==> src/hw/rtl/sttf_pkg.sv <==
// Shared types, codes and constants for the string tension force block.
package sttf_pkg;

  localparam logic signed [15:0] THRESH_RESET = 16'sd16220;
  localparam int                 SUM_W        = 40;
  localparam int                 SHORT_W      = 41;
  localparam int                 FORCE_N      = 6;
  localparam int                 IDX_W        = 3;
  localparam logic [IDX_W-1:0]   B_SIDE_IDX   = 3'd3;
  localparam logic [IDX_W-1:0]   LAST_IDX     = 3'd6;

  typedef struct packed {
    logic signed [31:0] segment_length;
    logic signed [15:0] normal_x;
    logic signed [15:0] normal_y;
    logic signed [15:0] normal_z;
    logic signed [31:0] rest_length;
    logic        [31:0] stiffness;
    logic               last_segment;
  } sttf_in_t;

  typedef struct packed {
    logic               tension_active;
    logic        [31:0] tension;
    logic signed [31:0] force_a_x;
    logic signed [31:0] force_a_y;
    logic signed [31:0] force_a_z;
    logic signed [31:0] force_b_x;
    logic signed [31:0] force_b_y;
    logic signed [31:0] force_b_z;
  } sttf_out_t;

  typedef enum logic [1:0] {
    MSEL_LO,
    MSEL_HI,
    MSEL_FORCE
  } sttf_msel_t;

  typedef struct packed {
    logic             accept;
    logic             setup;
    logic             mul_en;
    sttf_msel_t       mul_sel;
    logic [IDX_W-1:0] mul_idx;
    logic             save_acc;
    logic             load_tension;
    logic             store_en;
    logic [IDX_W-1:0] store_idx;
    logic             load_out;
  } sttf_cmd_t;

  typedef struct packed {
    logic in_last;
  } sttf_sts_t;

endpackage

==> src/hw/rtl/sttf_ctrl.sv <==
// Controller: segment intake, result sequence over the shared multiplier, output handshake.
module sttf_ctrl (
  input  logic                clk,
  input  logic                rst_n,
  input  logic                in_valid,
  output logic                in_stall,
  output logic                out_valid,
  input  logic                out_stall,
  input  sttf_pkg::sttf_sts_t sts,
  output sttf_pkg::sttf_cmd_t cmd
);

  typedef enum logic [2:0] {
    ST_IDLE,
    ST_SETUP,
    ST_MUL_LO,
    ST_MUL_HI,
    ST_SUM,
    ST_FORCE,
    ST_DONE
  } state_t;

  state_t                     state_r, state_nxt;
  logic [sttf_pkg::IDX_W-1:0] cnt_r, cnt_nxt;
  logic                       out_valid_r, out_valid_nxt;
  logic                       accept;
  logic                       out_free;

  assign in_stall  = (state_r != ST_IDLE);
  assign out_valid = out_valid_r;
  assign accept    = in_valid && (state_r == ST_IDLE);
  assign out_free  = !out_valid_r || !out_stall;

  always_comb begin
    state_nxt     = state_r;
    cnt_nxt       = cnt_r;
    out_valid_nxt = out_valid_r && out_stall;
    cmd           = '0;
    cmd.mul_sel   = sttf_pkg::MSEL_LO;
    cmd.accept    = accept;
    case (state_r)
      ST_IDLE: begin
        if (accept && sts.in_last) begin
          state_nxt = ST_SETUP;
        end
      end
      ST_SETUP: begin
        cmd.setup = 1'b1;
        state_nxt = ST_MUL_LO;
      end
      ST_MUL_LO: begin
        cmd.mul_en  = 1'b1;
        cmd.mul_sel = sttf_pkg::MSEL_LO;
        state_nxt   = ST_MUL_HI;
      end
      ST_MUL_HI: begin
        cmd.mul_en   = 1'b1;
        cmd.mul_sel  = sttf_pkg::MSEL_HI;
        cmd.save_acc = 1'b1;
        state_nxt    = ST_SUM;
      end
      ST_SUM: begin
        cmd.load_tension = 1'b1;
        cnt_nxt          = '0;
        state_nxt        = ST_FORCE;
      end
      ST_FORCE: begin
        cmd.mul_sel   = sttf_pkg::MSEL_FORCE;
        cmd.mul_idx   = cnt_r;
        cmd.mul_en    = (cnt_r != sttf_pkg::LAST_IDX);
        cmd.store_en  = (cnt_r != '0);
        cmd.store_idx = cnt_r - 1'b1;
        cnt_nxt       = cnt_r + 1'b1;
        if (cnt_r == sttf_pkg::LAST_IDX) begin
          state_nxt = ST_DONE;
        end
      end
      ST_DONE: begin
        if (out_free) begin
          cmd.load_out  = 1'b1;
          out_valid_nxt = 1'b1;
          state_nxt     = ST_IDLE;
        end
      end
      default: begin
        state_nxt = ST_IDLE;
      end
    endcase
  end

  always_ff @(posedge clk) begin
    if (!rst_n) begin
      state_r     <= ST_IDLE;
      cnt_r       <= '0;
      out_valid_r <= 1'b0;
    end else begin
      state_r     <= state_nxt;
      cnt_r       <= cnt_nxt;
      out_valid_r <= out_valid_nxt;
    end
  end

endmodule

==> config.mk <==
export PLATFORM = sky130hd
export DESIGN_NAME = sttf_ctrl
export DESIGN_NICKNAME = d
export VERILOG_FILES = /design/src/hw/rtl/sttf_pkg.sv /design/src/hw/rtl/sttf_ctrl.sv
export SDC_FILE = /design/constraint.sdc
export NUM_CORES = 1
export LEC_CHECK = 0
export ABC_AREA = 1
export BUFFER_PORTS_ARGS = -buffer_cell sky130_fd_sc_hd__buf_4
export CAP_MARGIN = 20
export CORE_AREA = 2 2 39 41
export CTS_CLUSTER_SIZE = 14
export DETAILED_ROUTE_END_ITERATION = 10
export DIE_AREA = 0 0 41 43
export PLACE_DENSITY = 0.83
export SYNTH_ARGS = -nofsm -noshare
export SYNTH_HDL_FRONTEND = slang
export SYNTH_SLANG_ARGS = --single-unit
==> constraint.sdc <==
create_clock -name clk -period 1.5 [get_ports clk]
set_input_delay 0.3 -clock clk [delete_from_list [all_inputs] [get_ports clk]]
set_output_delay 0.3 -clock clk [all_outputs]
set_load 0.005 [all_outputs]
==> flow_summary.toml <==
[timing]
finalCritPeriodShare = 0.998
layout_min_cycle_time_ns = 1.50
hold_ws_ns = 0.304
fmax_mhz = 668
final_hold_viol_count = 0
setup_viol = 0
skew_ns = 0.00743
drv_slew = 0
slew_headroom = 0.856
worst_slew_pin_slew_ns = 0.216
fin_setup_tns_ns = 0
rsz0062_at_grt = "true"

[drt]
drcViolationCount = 0
wl_per_cell_um = 12.0
drt-total-wl_mm = 1.53
postRouteAntennaNets = 0
firstDrtPassIters = 4
vias = 625
drt-initial-drc-count = 18
viasPerCell = 4.88

[synth]
synth.ff_latch_count = 7
yosys.area.top_type = "dfxtp_1"
synthAdderAreaFrac = 0.0895
ys_seq_area_frac = 0.251
synthMuxAreaShare = 0
synth_compound_area_frac = 0.0962
ys_types = 22
synth_area_sq_um = 559
ys.warnings.count = 0
synth-simple-area-share = 0.380
synth_area_per_cell_sq_um = 6.99
yosys-top-cells-area = "dfxtp_1 25%, nand2_1 11%, ha_1 8.9%, nor2_1 8.1%, inv_1 7.4%"
synthesis.nets = 89
synthCells = 80
netlist.area_leader.share = 0.251
synth_top_family_by_area = "simple AND/OR/NAND/NOR gates"
yosys.area_share.xor_xnor = 0.0157

[floorplanning]
core_area_sq_um = 1380
die_y_um = 43
start_util = 0.404
die-area_sq_um = 1760
die_w_um = 41
num_rows = 14
io_pins = 22

[finish]
diodes = 0
drive_above_1_share = 0.518
layout_common_cells = "32 x buf_4, 15 x nand2_1, 10 x nor2_1, 9 x inv_1, 5 x a21oi_1"
nets = 122
area_growth_pct = 50.8
final_common_cell = "buf_4"

[worst_setup_path]
worstPathArrival_ns = 1.20
crit_chain = "inv_2 -> ha_2 -> nand2_2 -> nand4_2 -> o21ai_2 -> buf_4"
critPathMaxStageDelay_ns = 0.33
path_class = "flop to output port"
critPathBufInv = 2
startpoint_type = "flop"
critical_path.top_delay_family = "flip-flops"
crit_fanout = 5
r2r_slack_ns = 0.09
cp_slowest_cell = "dfxtp_2"
crit_path_end_kind = "output port"
worstPathRequired_ns = 1.20

[outcome]
status = "finished clean"

[clock_tree]
cts_buffers = 3
clk_latency_ns = 0.25
cts_tree = "yes"
cts_sinks = 7
clockBufferDepth = 2
path_clk_slew_ns = 0.06
htreeDepth = 1
cts_root_buf = "clkbuf_4"

[placement]
place.gp.congestion = 0.785
port_buffers = 21
dp.final_hpwl_um = 929

[job]
drv_cap = 0

[power]
p_leak_nw = 0.476
p_per_area_nw_per_um2 = 823
vdd_ir_drop_max_v = 0.000635

[worst_hold_path]
hold_class = "input port to flop"

[grt]
grt_pass1_vias = 538
grtUsageTotal = 0.184
grt_pass1_wl_mm = 2.17
grt_overflow = 0
grt_max_degree = 9
antenna_found_initial = 0
==> logic make-up (layout without fill, tap and decap cells) <==
kind of cell / after synthesis / count (layout)
AOI/OAI and AO/OA: 10 / 10
DFF: 7 / 7
xor gates and xnor gates: 1 / 1
buffers and inverters: 19 / 51
and+or+nand+nor: 39 / 39
adders and majority gates: 4 / 4
==> flip-flops by register name, summed over array words and instances (netlist names) <==
| signal | count |
|---|---|
| cnt_r | 3 |
| state_r | 3 |
| out_valid | 1 |
==> cell usage after synthesis, drive strengths merged <==
cell	instances
dfxtp	7
nand4	2
xnor2	1
ha	4
inv	14
buf	4
a21oi	7
nor2	16
nand2	17
nand3	4
o21ai	3
clkinv	1
==> per-stage QoR <==
| step | area [sq um] | power (mW) | utilization | worst slack, ns | cells |
|---|---|---|---|---|---|
| floorplan | 559 | 0.382 | - | 0.324 | 80 |
| global placement | 707 | 0.448 | 0.511 | 0.102 | 114 |
| detailed placement | 707 | 0.452 | 0.511 | 0.0819 | 114 |
| CTS | 786 | 0.663 | 0.568 | -0.00253 | 123 |
| global route | 843 | 0.741 | 0.609 | -0.0682 | 128 |
| finish | 843 | 0.694 | 0.609 | 0.00314 | 128 |
==> cell type report <==
type / count / area [sq um]
Clock buffer: 4 / 26.3
Timing Repair Buffer: 32 / 240
Inverter: 15 / 63.8
Sequential cell: 7 / 150
Multi-Input combinational cell: 54 / 343
Tap cell: 16 / 20.0
Fill cell: 112 / 541
==> path summary, 6_finish.rpt <==
check	depth (start not counted)	start	endpoint
max	6	cnt_r[0]	cmd[12]
min	3	rst_n	state_r[1]
max reg2reg	9	cnt_r[0]	state_r[1]
min reg2reg	2	out_valid	out_valid
==> where the power goes <==
part | switching (mW) | leakage, nW | internal, mW
combinational | 0.152 | 0.401 | 0.137
sequential | 0.0262 | 0.0593 | 0.203
clock | 0.0745 | 0.0150 | 0.102
==> per-layer routing <==
layer / global-route usage / vias to the layer above / wire [um]
li1: - / 308 / -
met1: 0.207 / 292 / 627
met2: 0.297 / 19 / 798
met3: 0.0419 / 6 / 56
met4: 0.107 / 0 / 48
met5: 0 / - / 0
==> worst min-delay path: cells and delay by family <==
family                 cells  cell delay [ns]
AND/OR/NAND/NOR            2             0.11
buffers and inverters      1             0.11
==> what timing repair did <==
| item | in CTS | in global routing |
|---|---|---|
| setup endpoints to repair | 14 | 10 |
| resized for setup | 11 | 7 |
| pin swaps | 0 | 2 |
| gates cloned | 0 | 0 |
| setup buffers | 5 | 5 |
| hold buffers | 0 | 0 |
Power figures use the tool's default switching activity.
